===== config.mk =====
export PLATFORM = sky130hd
export DESIGN_NAME = fat_short_name_converter_flat
export DESIGN_NICKNAME = d
export VERILOG_FILES = /design/src/sv/fsnc_pkg.sv /design/src/sv/fsnc_if.sv /design/src/sv/fsnc_front.sv /design/src/sv/fsnc_queue.sv /design/src/sv/fsnc_back.sv /design/src/sv/fat_short_name_converter.sv /design/src/flat_wrapper.sv
export SDC_FILE = /design/constraint.sdc
export NUM_CORES = 1
export LEC_CHECK = 0
export BUFFER_PORTS_ARGS = -buffer_cell sky130_fd_sc_hd__buf_2
export CAP_MARGIN = 20
export CORE_MARGIN = 3
export CORE_UTILIZATION = 45
export DETAILED_ROUTE_END_ITERATION = 8
export HOLD_SLACK_MARGIN = 0.03
export PLACE_DENSITY = 0.61
export SLEW_MARGIN = 20
export SYNTH_ARGS = -nofsm -noshare
export SYNTH_HDL_FRONTEND = slang
export SYNTH_HIERARCHICAL = 1
export SYNTH_SLANG_ARGS = --single-unit

===== constraint.sdc =====
create_clock -name clk -period 6.2 [get_ports clk]
set_input_delay 0.31 -clock clk [delete_from_list [all_inputs] [get_ports clk]]
set_output_delay 0.31 -clock clk [all_outputs]
set_load 0.05 [all_outputs]

===== src/sv/fsnc_pkg.sv =====
// Package: shared constants, types and the byte sanitiser of the short name converter.
package fsnc_pkg;

    localparam int BASE_LEN    = 8;
    localparam int ENTRY_LEN   = 11;
    localparam int EXT_LEN     = ENTRY_LEN - BASE_LEN;
    localparam int QUEUE_DEPTH = 2;
    localparam int QPTR_W      = (QUEUE_DEPTH > 1) ? $clog2(QUEUE_DEPTH) : 1;
    localparam int QCNT_W      = $clog2(QUEUE_DEPTH + 1);
    localparam int IDX_W       = $clog2(ENTRY_LEN);
    localparam int BCNT_W      = $clog2(BASE_LEN + 1);
    localparam int ECNT_W      = $clog2(EXT_LEN + 1);

    localparam logic [7:0] NUL_CHAR = 8'h00;
    localparam logic [7:0] PAD_CHAR = 8'h20;
    localparam logic [7:0] SUB_CHAR = 8'h5F;
    localparam logic [7:0] DOT_CHAR = 8'h2E;
    localparam logic [7:0] CASE_OFS = 8'h20;

    typedef logic [ENTRY_LEN-1:0][7:0] entry_t;

    typedef enum logic
    {
        PHASE_BASE,
        PHASE_EXT
    } phase_t;

    // Pass A-Z, 0-9, !#$%&'()@`_-{}~ and space; fold a-z; all else to '_'.
    function automatic logic [7:0] clean_byte(input logic [7:0] c);
        logic pass;
        logic lower;
        begin
            pass = (c >= 8'h41 && c <= 8'h5A) ||
                   (c >= 8'h30 && c <= 8'h39) ||
                   (c >= 8'h23 && c <= 8'h29) ||
                   (c == 8'h21) || (c == 8'h40) || (c == 8'h60) ||
                   (c == 8'h5F) || (c == 8'h2D) || (c == 8'h7B) ||
                   (c == 8'h7D) || (c == 8'h7E) || (c == PAD_CHAR);
            lower = (c > 8'h60) && (c < 8'h7B);
            if (pass)
            begin
                clean_byte = c;
            end
            else if (lower)
            begin
                clean_byte = c - CASE_OFS;
            end
            else
            begin
                clean_byte = SUB_CHAR;
            end
        end
    endfunction

endpackage


===== src/sv/fsnc_if.sv =====
// Interfaces: name byte input channel and entry byte output channel.
interface fsnc_in_if
    import fsnc_pkg::*;
();
    logic       valid;
    logic       ready;
    logic [7:0] name_byte;

    modport source (output valid, output name_byte, input ready);
    modport sink (input valid, input name_byte, output ready);
endinterface

interface fsnc_out_if
    import fsnc_pkg::*;
();
    logic       valid;
    logic       ready;
    logic [7:0] out_byte;
    logic       out_last;

    modport source (output valid, output out_byte, output out_last, input ready);
    modport sink (input valid, input out_byte, input out_last, output ready);
endinterface


===== src/sv/fsnc_front.sv =====
// Front end: takes name bytes, sanitises them and assembles the 11-byte entry.
module fsnc_front
    import fsnc_pkg::*;
(
    input  logic       clk,
    input  logic       rst_n,
    input  logic       in_valid,
    output logic       in_ready,
    input  logic [7:0] in_byte,
    input  logic       q_full,
    output logic       push,
    output entry_t     push_entry
);

    entry_t              entry_buffer_reg, entry_buffer_next;
    phase_t              phase_reg, phase_next;
    logic [BCNT_W-1:0]   base_count_reg, base_count_next;
    logic [ECNT_W-1:0]   ext_count_reg, ext_count_next;
    logic                accept;
    logic [7:0]          cleaned;
    logic [IDX_W-1:0]    ext_idx;

    assign in_ready   = !q_full;
    assign accept     = in_valid && in_ready;
    assign cleaned    = clean_byte(in_byte);
    assign ext_idx    = IDX_W'(BASE_LEN) + IDX_W'(ext_count_reg);
    assign push_entry = entry_buffer_reg;

    always_comb
    begin
        entry_buffer_next = entry_buffer_reg;
        phase_next        = phase_reg;
        base_count_next   = base_count_reg;
        ext_count_next    = ext_count_reg;
        push              = 1'b0;
        if (accept)
        begin
            if (in_byte == NUL_CHAR)
            begin
                push = 1'b1;
                for (int k = 0; k < ENTRY_LEN; k++)
                begin
                    entry_buffer_next[k] = PAD_CHAR;
                end
                phase_next      = PHASE_BASE;
                base_count_next = '0;
                ext_count_next  = '0;
            end
            else if (phase_reg == PHASE_BASE)
            begin
                if (in_byte == DOT_CHAR)
                begin
                    phase_next = PHASE_EXT;
                end
                else if (in_byte == PAD_CHAR && base_count_reg == '0)
                begin
                    // leading space dropped
                end
                else if (base_count_reg < BCNT_W'(BASE_LEN))
                begin
                    entry_buffer_next[IDX_W'(base_count_reg)] = cleaned;
                    base_count_next = base_count_reg + 1'b1;
                end
            end
            else
            begin
                if (in_byte != PAD_CHAR && ext_count_reg < ECNT_W'(EXT_LEN))
                begin
                    entry_buffer_next[ext_idx] = cleaned;
                    ext_count_next = ext_count_reg + 1'b1;
                end
            end
        end
    end

    always_ff @(posedge clk or negedge rst_n)
    begin
        if (!rst_n)
        begin
            for (int k = 0; k < ENTRY_LEN; k++)
            begin
                entry_buffer_reg[k] <= PAD_CHAR;
            end
            phase_reg      <= PHASE_BASE;
            base_count_reg <= '0;
            ext_count_reg  <= '0;
        end
        else
        begin
            entry_buffer_reg <= entry_buffer_next;
            phase_reg        <= phase_next;
            base_count_reg   <= base_count_next;
            ext_count_reg    <= ext_count_next;
        end
    end

endmodule


===== src/sv/fsnc_queue.sv =====
// Short FIFO of finished entries between front and back end.
module fsnc_queue
    import fsnc_pkg::*;
(
    input  logic   clk,
    input  logic   rst_n,
    input  logic   push,
    input  entry_t push_entry,
    output logic   full,
    input  logic   pop,
    output logic   empty,
    output entry_t head_entry
);

    entry_t              slot_reg [QUEUE_DEPTH];
    logic [QPTR_W-1:0]   wr_ptr_reg, wr_ptr_next;
    logic [QPTR_W-1:0]   rd_ptr_reg, rd_ptr_next;
    logic [QCNT_W-1:0]   count_reg, count_next;
    logic                do_push;
    logic                do_pop;

    assign full       = (count_reg == QCNT_W'(QUEUE_DEPTH));
    assign empty      = (count_reg == '0);
    assign do_push    = push && !full;
    assign do_pop     = pop && !empty;
    assign head_entry = slot_reg[rd_ptr_reg];

    always_comb
    begin
        wr_ptr_next = wr_ptr_reg;
        rd_ptr_next = rd_ptr_reg;
        count_next  = count_reg;
        if (do_push)
        begin
            wr_ptr_next = (wr_ptr_reg == QPTR_W'(QUEUE_DEPTH - 1)) ? '0 : wr_ptr_reg + 1'b1;
        end
        if (do_pop)
        begin
            rd_ptr_next = (rd_ptr_reg == QPTR_W'(QUEUE_DEPTH - 1)) ? '0 : rd_ptr_reg + 1'b1;
        end
        if (do_push && !do_pop)
        begin
            count_next = count_reg + 1'b1;
        end
        else if (do_pop && !do_push)
        begin
            count_next = count_reg - 1'b1;
        end
    end

    always_ff @(posedge clk or negedge rst_n)
    begin
        if (!rst_n)
        begin
            wr_ptr_reg <= '0;
            rd_ptr_reg <= '0;
            count_reg  <= '0;
        end
        else
        begin
            wr_ptr_reg <= wr_ptr_next;
            rd_ptr_reg <= rd_ptr_next;
            count_reg  <= count_next;
        end
    end

    always_ff @(posedge clk)
    begin
        if (do_push)
        begin
            slot_reg[wr_ptr_reg] <= push_entry;
        end
    end

endmodule


===== src/sv/fsnc_back.sv =====
// Back end: serialises queued entries onto the output channel, one byte per item.
module fsnc_back
    import fsnc_pkg::*;
(
    input  logic       clk,
    input  logic       rst_n,
    input  logic       q_empty,
    input  entry_t     head_entry,
    output logic       pop,
    output logic       out_valid,
    input  logic       out_ready,
    output logic [7:0] out_byte,
    output logic       out_last
);

    entry_t             entry_reg, entry_next;
    logic [IDX_W-1:0]   idx_reg, idx_next;
    logic               busy_reg, busy_next;
    logic               last;

    assign last      = (idx_reg == IDX_W'(ENTRY_LEN - 1));
    assign out_valid = busy_reg;
    assign out_byte  = entry_reg[idx_reg];
    assign out_last  = last;

    always_comb
    begin
        entry_next = entry_reg;
        idx_next   = idx_reg;
        busy_next  = busy_reg;
        pop        = 1'b0;
        if (!busy_reg || (out_ready && last))
        begin
            // free, or last byte leaving: take the next entry if there is one
            pop        = !q_empty;
            busy_next  = !q_empty;
            entry_next = head_entry;
            idx_next   = '0;
        end
        else if (out_ready)
        begin
            idx_next = idx_reg + 1'b1;
        end
    end

    always_ff @(posedge clk or negedge rst_n)
    begin
        if (!rst_n)
        begin
            busy_reg <= 1'b0;
            idx_reg  <= '0;
        end
        else
        begin
            busy_reg <= busy_next;
            idx_reg  <= idx_next;
        end
    end

    always_ff @(posedge clk)
    begin
        entry_reg <= entry_next;
    end

endmodule


===== src/sv/fat_short_name_converter.sv =====
// Top level of the FAT 8.3 short name converter.
//
// name_in (sink): one file name byte per item; a zero byte ends the name.
// entry_out (source): the 11-byte 8.3 entry, base then extension, one byte
//   per item, out_last high on the eleventh byte.
// Name bytes are taken at one per cycle unless the entry queue is full; a
// non-zero byte produces no output, it only updates the entry being built.
// Path: once the terminator is taken, the entry is written into the queue,
// then loaded into the serialiser's register when it is free; it leaves at
// one byte per cycle while entry_out is ready, so one terminator yields
// 11 output bytes.
// Throughput: input is one item per cycle, bounded by the output side only
// through the two-entry entry queue: name_in drops ready while that queue
// is full, i.e. when the receiver stalls long enough for two finished
// entries to pile up behind the one being sent.
// Reset: asynchronous, active low; the entry buffer returns to all spaces,
// counts and phase clear, the queue empties and entry_out goes invalid.
module fat_short_name_converter
    import fsnc_pkg::*;
(
    input logic              clk,
    input logic              rst_n,
    fsnc_in_if.sink          name_in,
    fsnc_out_if.source       entry_out
);

    logic   q_push;
    logic   q_pop;
    logic   q_full;
    logic   q_empty;
    entry_t push_entry;
    entry_t head_entry;

    // assemble entry from incoming bytes
    fsnc_front u_front
    (
        .clk        (clk),
        .rst_n      (rst_n),
        .in_valid   (name_in.valid),
        .in_ready   (name_in.ready),
        .in_byte    (name_in.name_byte),
        .q_full     (q_full),
        .push       (q_push),
        .push_entry (push_entry)
    );

    // decouples byte intake from the serialiser
    fsnc_queue u_queue
    (
        .clk        (clk),
        .rst_n      (rst_n),
        .push       (q_push),
        .push_entry (push_entry),
        .full       (q_full),
        .pop        (q_pop),
        .empty      (q_empty),
        .head_entry (head_entry)
    );

    // serialise entries byte by byte
    fsnc_back u_back
    (
        .clk        (clk),
        .rst_n      (rst_n),
        .q_empty    (q_empty),
        .head_entry (head_entry),
        .pop        (q_pop),
        .out_valid  (entry_out.valid),
        .out_ready  (entry_out.ready),
        .out_byte   (entry_out.out_byte),
        .out_last   (entry_out.out_last)
    );

endmodule

===== src/flat_wrapper.sv =====
// flat-port wrapper written by rule: the top's interface ports become plain ports
module fat_short_name_converter_flat import fsnc_pkg::*;
  (clk, rst_n, name_in_valid, name_in_name_byte, name_in_ready, entry_out_valid, entry_out_out_byte, entry_out_out_last, entry_out_ready);
  fsnc_in_if name_in_i ();
  fsnc_out_if entry_out_i ();
  input logic clk;
  input logic rst_n;
  input wire logic [$bits(name_in_i.valid)-1:0] name_in_valid;
  input wire logic [$bits(name_in_i.name_byte)-1:0] name_in_name_byte;
  output wire logic [$bits(name_in_i.ready)-1:0] name_in_ready;
  output wire logic [$bits(entry_out_i.valid)-1:0] entry_out_valid;
  output wire logic [$bits(entry_out_i.out_byte)-1:0] entry_out_out_byte;
  output wire logic [$bits(entry_out_i.out_last)-1:0] entry_out_out_last;
  input wire logic [$bits(entry_out_i.ready)-1:0] entry_out_ready;
  assign name_in_i.valid = name_in_valid;
  assign name_in_i.name_byte = name_in_name_byte;
  assign name_in_ready = name_in_i.ready;
  assign entry_out_valid = entry_out_i.valid;
  assign entry_out_out_byte = entry_out_i.out_byte;
  assign entry_out_out_last = entry_out_i.out_last;
  assign entry_out_i.ready = entry_out_ready;
  fat_short_name_converter u_core (.clk(clk), .rst_n(rst_n), .name_in(name_in_i), .entry_out(entry_out_i));
endmodule

==> results_dict.tcl, run 1 <==
set metrics [dict create \
    internal_power_uw 4780 \
    clkPwrFrac_pct 33.0 \
    avgSynthCellArea_um2 16.3 \
    path_buf_inv 1 \
    leakage_uw 0.00575 \
    yosys.area.top_type "edfxtp_1" \
    antenna_found_initial 0 \
    maxCapViolCount 0 \
    synthFlopType "edfxtp_1" \
    slew_headroom_pct 25.2 \
    rows 65 \
    grt_setup_unrepaired "no" \
    synth_area_leaders "edfxtp_1, dfrtp_1, mux2_2" \
    crit_family "compound AO/OA/AOI/OAI gates" \
    yosysSeqAreaShare_pct 71.6 \
    p_sw_uw 1920 \
    viasPerCell 5.39 \
    period_needed_ns 3.23 \
    grt_pass1_vias 7801 \
    ys_types 66 \
    cts_buffers 38 \
    largest_register_ffs 176 \
    grt_max_degree 74 \
    crit_path_end_kind "flop" \
    post-route-drc-count 0 \
    worstMarginPinSlew_ns 1.12 \
    dr.pass1.iters 4 \
    hold_class "primary input to flop" \
    worst_path_largest_cell_delay_ns 0.71 \
    cts_buffer_depth 3 \
    reg2reg_setup_slack_ns 2.97 \
    syn_inst 905 \
    ys_ff_latch 368 \
    yosys_warnings 6 \
    fp.dieW_um 187 \
    root_buffer "clkbuf_16" \
    peakVddDrop_mv 0.183 \
    clock_latency_ns 0.52 \
    stdcell_area_um2 16500 \
    yosysTopAreaCellShare_pct 53.8 \
    fmaxAchievable_mhz 309 \
    skew_ns 0.0167 \
    synth_commonest_cells "edfxtp_1, mux2_2, dfrtp_1, inv_1, o22ai_1" \
    ant_nets 0 \
    cts_tree "done" \
    cts.sink_count 368 \
    routed_wl_um 29500 \
    tns_ns 0 \
    asyncSetResetFlopFracSynth_pct 28.3 \
    cp-start-kind "flop" \
    power_density_nw_per_um2 407 \
    die_h_um 187 \
    hold_buffers 1 \
    cts_resized 0 \
    drive_gt1_share_pct 25.6 \
    crit_chain "nand2b_1 > inv_1 > nand4bb_1 > a31o_2 > o21ai_1 > nand4_1 > o32ai_1" \
    drtIter0Drc 654 \
    crit_required_ns 6.59 \
    nets 962 \
    globalplace.congestion 0.782 \
    setup_violations 0 \
    vias 7551 \
    swShare_pct 28.6 \
    seq_power_share_pct 48.0 \
    yosysMostFrequentCell "edfxtp_1" \
    clk_pin_slew_worst_paths_ns 0.06 \
    io_pins 23 \
    syn_nets 930 \
    wl_per_cell_um 21.1 \
    htree_num_levels 2 \
    placed_area_um2 15200 \
    grt-ovfl-total 0 \
    synth_enable_flop_cells 264 \
    grt_usage_pct 17.2 \
    grt_pass1_wl_um 46400 \
    fp.dieArea_um2 34900 \
    power_uw 6700 \
    core_um2 31900 \
    timing.hold.ws_ns 0.164 \
    path_class "flop to flop" \
    numPortBuffers 22 \
    syn_area_um2 14700 \
    area_growth_pct 11.8 \
    crit_slowest_cell "nand4_1" \
    worst-path-max-fanout 12 \
    n_antenna_cell 0 \
    crit_arrival_ns 3.62 \
    post_cts_buffers 0 \
    p_comb_share_pct 19.0 \
    hpwlAfterDp_um 17900 \
    fin_crit_sh_pct 52.1 \
    hold_viol 0 \
    start_util_pct 46.2 \
    status "finished, final reports clean" \
    slew_violations 0 \
]
[through the flow]
step	std cells	setup slack, ns	utilization, %
floorplan	905	0.0704	-
global route	1401	2.81	51.6
detailed placement	1331	2.94	47.8
CTS	1401	3.01	51.6
finish	1401	2.97	51.6
global placement	1331	2.99	47.8
[power groups by stage]
stage | combinational (uW) | sequential, uW | clock (uW)
6_report | 1270 | 3220 | 2210
5_1_grt | 1380 | 3260 | 2350
4_1_cts | 1290 | 3220 | 2260
3_5_place_dp | 1280 | 3270 | 0
3_3_place_gp | 1280 | 3250 | 0
2_1_floorplan | 1010 | 3210 | 0
[path summary, 6_finish.rpt]
path,endpoint,start,depth (start not counted)
min in group asynchronous,u_core/u_front/push_entry[51],rst_n,2
max,u_core/u_front/push_entry[22],u_core/u_queue/count_reg[0],7
max reg2reg,u_core/u_front/push_entry[22],u_core/u_queue/count_reg[0],7
min reg2reg,u_core/u_queue/slot_reg[0][4],u_core/u_front/push_entry[4],0
min,u_core/u_back/idx_reg[1],entry_out_ready,3
max in group asynchronous,u_core/u_back/idx_reg[1],rst_n,3
[per-layer routing]
| metal | wire [um] | global-route usage [%] | vias up | share of wire (%) |
|---|---|---|---|---|
| li1 | - | - | 3514 | - |
| met1 | 13700 | 24.9 | 3846 | 46 |
| met2 | 14100 | 27.8 | 151 | 48 |
| met3 | 1190 | 2.62 | 40 | 4.0 |
| met4 | 496 | 3.98 | 0 | 1.7 |
| met5 | 0 | 0 | - | 0 |
[worst reg2reg max path: stages, from the launching register on]
cell and delay [ns]:
dfrtp_1 0.43, nand2b_1 0.20, inv_1 0.10, nand4bb_1 0.22, a31o_2 0.44, o21ai_1 0.53, nand4_1 0.71, o32ai_1 0.50
[final cells by class]
cell class | count | area (um^2)
Clock buffer | 52 | 1070
Clock inverter | 17 | 141
Fill cell | 2656 | 15400
Inverter | 91 | 342
Multi-Input combinational cell | 404 | 3590
Sequential cell | 368 | 10500
Tap cell | 435 | 544
Timing Repair Buffer | 34 | 221
[cell usage in the layout (no fill, tap or decap), types with 8 or more instances in the layout]
cell type | synthesis | layout
nand3_1 | 12 | 12
edfxtp_1 | 264 | 264
mux2_4 | 10 | 10
inv_1 | 91 | 91
dfstp_2 | 11 | 11
a21oi_4 | 8 | 8
mux2_2 | 102 | 102
nand4_1 | 11 | 11
o22ai_1 | 67 | 67
dfrtp_1 | 93 | 91
a21oi_1 | 16 | 16
o32ai_1 | 11 | 11
nand2_1 | 21 | 21
nor2_1 | 20 | 19
a22oi_1 | 16 | 16
buf_4 | 7 | 10
clkbuf_16 | 0 | 39
clkbuf_1 | 5 | 8
o22a_1 | 12 | 12
ha_1 | 13 | 13
buf_2 | 18 | 21
[logic make-up after synthesis]
logic type | share of synthesized area [%]
DFF | 71.6
AOI/OAI and AO/OA | 8.36
buffers and inverters | 4.36
muxes | 10.1
and+or+nand+nor | 3.93
adders and majority gates | 1.10
xor gates and xnor gates | 0.476
No activity file was read; power rests on OpenSTA's default activity.
==> run 2: changes to the inputs <==
- ABC_AREA: unset -> 1
- PLACE_DENSITY: 0.61 -> 0.6
- clock period: 6.2 -> 2.68 ns (I/O delays scaled with it)
==> run 2 against run 1 <==
- sequential power increased to 2.5 times the previous value
- wire length is 22% higher
- critical path type is now flop to primary output
- total power grew to 2.6 times the previous value
- first-iteration DRC count rose by 27%
==> results_dict.tcl, run 2 <==
set metrics [dict create \
    status "finished, final reports clean" \
    synth_area_leaders "edfxtp_1, dfrtp_1, nand2_1" \
    area_growth_pct 11.4 \
    instances_no_fill 1975 \
    yosysSeqAreaShare_pct 66.5 \
    antenna_found_initial 0 \
    avgSynthCellArea_um2 10.9 \
    leakage_uw 0.00766 \
    clock_latency_ns 0.51 \
    critPathMostFrequentCell "nand2_1" \
    root_buffer "clkbuf_16" \
    die_h_um 194 \
    drtIter0Drc 828 \
    power_uw 17500 \
    whs_path_depth 7 \
    io_pins 23 \
    crit_required_ns 2.55 \
    core_um2 34600 \
    asyncSetResetFlopFracSynth_pct 28.3 \
    worst_path_largest_cell_delay_ns 0.40 \
    syn_nets 1476 \
    yosysTopAreaCellShare_pct 50.0 \
    start_util_pct 45.8 \
    r2r_start "u_core/u_front/base_count_reg[0]" \
    cts_tree "done" \
    hold_viol 0 \
    muxShareOfSynthArea_pct 0 \
    cp-start-kind "flop" \
    slew_headroom_pct 49.7 \
    nets 1516 \
    path_buf_inv 3 \
    ys_ff_latch 368 \
    slew_violations 0 \
    fin_crit_sh_pct 90.5 \
    timing.hold.ws_ns 0.102 \
    maxCapViolCount 0 \
    grt_pass1_vias 9531 \
    fp.dieArea_um2 37500 \
    syn_area_um2 15900 \
    grt_pass1_wl_um 56000 \
    nFillCells 3094 \
    cts.sink_count 368 \
    n_antenna_cell 0 \
    crit_chain "inv_4 > buf_4 > nand2_1 > nand2_1 > nand2_1 > nand2_1 > nand3_1 > nand2_1 > buf_2" \
    fmaxAchievable_mhz 412 \
    crit_family "buffers and inverters" \
    worst-path-max-fanout 20 \
    grt_usage_pct 19.1 \
    post_cts_buffers 0 \
    holdCritStartpoint "name_in_valid" \
    hold_class "primary input to flop" \
    grt-ovfl-total 0 \
    power_density_nw_per_um2 989 \
    yosys.area.top_type "edfxtp_1" \
    worstMarginPinSlew_ns 0.752 \
    cts_buffer_depth 3 \
    synth_commonest_cells "nand2_1, edfxtp_1, dfrtp_1, inv_1, nor2_1" \
    largest_register_ffs 176 \
    skew_ns 0.0129 \
    vias 10000 \
    setup_violations 0 \
    synth-simple-area-share_pct 24.4 \
    ant_nets 0 \
    synth-compound-area-share_pct 2.66 \
    drive_gt1_share_pct 17.1 \
    tns_ns 0 \
    startpoint "u_core/u_back/idx_reg[0]" \
    synthFlopType "edfxtp_1" \
    crit_arrival_ns 2.29 \
    crit_path_end_kind "primary output" \
    final_cell_mix "nand2_1, edfxtp_1, dfrtp_1" \
    placed_cells_incl_taps 1903 \
    peakVddDrop_mv 1.17 \
    numPortBuffers 22 \
    syn_inst 1451 \
    final_common_cell "nand2_1" \
    cts_resized 0 \
    ys_types 39 \
    grt_setup_unrepaired "no" \
    routed_wl_um 36000 \
    period_needed_ns 2.43 \
    fp.dieW_um 194 \
    reg2reg_depth 9 \
    cp_num_cells 9 \
    crit_slowest_cell "dfrtp_1" \
    wl_per_cell_um 18.2 \
    r2r-end "u_core/u_front/push_entry[49]" \
    yosys_warnings 6 \
    grt_max_degree 92 \
    synth_enable_flop_cells 264 \
    htree_num_levels 2 \
    hpwlAfterDp_um 23100 \
    synth_top_family_by_area "simple AND/OR/NAND/NOR gates" \
    path_class "flop to primary output" \
    yosysMostFrequentCell "nand2_1" \
    synth_adder_area_share_pct 1.03 \
    clk_pin_slew_worst_paths_ns 0.06 \
    rows 68 \
    dr.pass1.iters 5 \
    globalplace.congestion 0.835 \
    viasPerCell 5.06 \
    cts_buffers 39 \
    reg2reg_setup_slack_ns 0.59 \
    synth-xor-area-share_pct 0.110 \
    min_to "u_core/u_front/phase_reg" \
    post-route-drc-count 0 \
]
[run 2: cell type report]
class,instances,area (um^2),area share [%]
inverters,106,437,2.47
multi-input cells,926,4500,25.5
clock inverters,16,106,0.602
well taps,455,569,3.22
repair buffers,50,403,2.28
clock buffers,54,1100,6.25
flip-flops and latches,368,10500,59.7
[run 2: how the worst max path moves through the flow]
stage | to | slack [ns]
5_1_grt | entry_out_out_byte[7] | 0.07
4_1_cts | entry_out_out_byte[1] | 0.15
3_3_place_gp | u_core/u_queue/slot_reg[0][7] | 0.44
3_5_place_dp | u_core/u_queue/slot_reg[0][7] | 0.41
6_report | entry_out_out_byte[0] | 0.25
2_1_floorplan | u_core/u_queue/slot_reg[0][0] | 0.01
[run 2: tightest hold or removal path: stages]
cell and delay, ns:
buf_2 0.10, inv_1 0.08, nor2_4 0.07, nand2_1 0.06
nand2_1 0.04, nand2_1 0.06, inv_1 0.03
[run 2: timing repair]
item,4_1_cts,5_1_grt
setup endpoints to repair,0,0
endpoints found under the hold margin,38,0
hold buffers,2,0
[run 2: through the flow]
| step | util (%) | instance area [um^2] | setup WS [ns] |
|---|---|---|---|
| after floorplan | - | 15900 | 0.00985 |
| after global placement | 47.5 | 16400 | 0.441 |
| after detailed placement | 47.5 | 16400 | 0.412 |
| after CTS | 51.0 | 17700 | 0.153 |
| after global routing | 51.0 | 17700 | 0.0740 |
| final | 51.0 | 17700 | 0.254 |
[run 2: report_power, final]
group | leakage, uW | internal, uW | switching [uW]
clock | 0.000585 | 2910 | 2140
combinational | 0.00324 | 1140 | 3210
sequential | 0.00384 | 7420 | 646
total | 0.00766 | 11500 | 5990
[run 2: kinds of logic (layout without fill, tap and decap cells)]
| family | after synthesis | after routing |
|---|---|---|
| XOR/XNOR | 2 | 2 |
| AO/OA/AOI/OAI | 58 | 58 |
| adder cells (fa/ha/maj) | 13 | 13 |
| AND/OR/NAND/NOR | 853 | 853 |
| flip-flops | 368 | 368 |
| buffers and inverters | 157 | 226 |
[run 2: layer usage]
layer	up-vias	GRT usage (%)	routed length [um]
li1	4841	-	-
met1	4874	29.2	17100
met2	246	29.4	16400
met3	42	2.61	1920
met4	0	4.10	574
met5	-	0	0
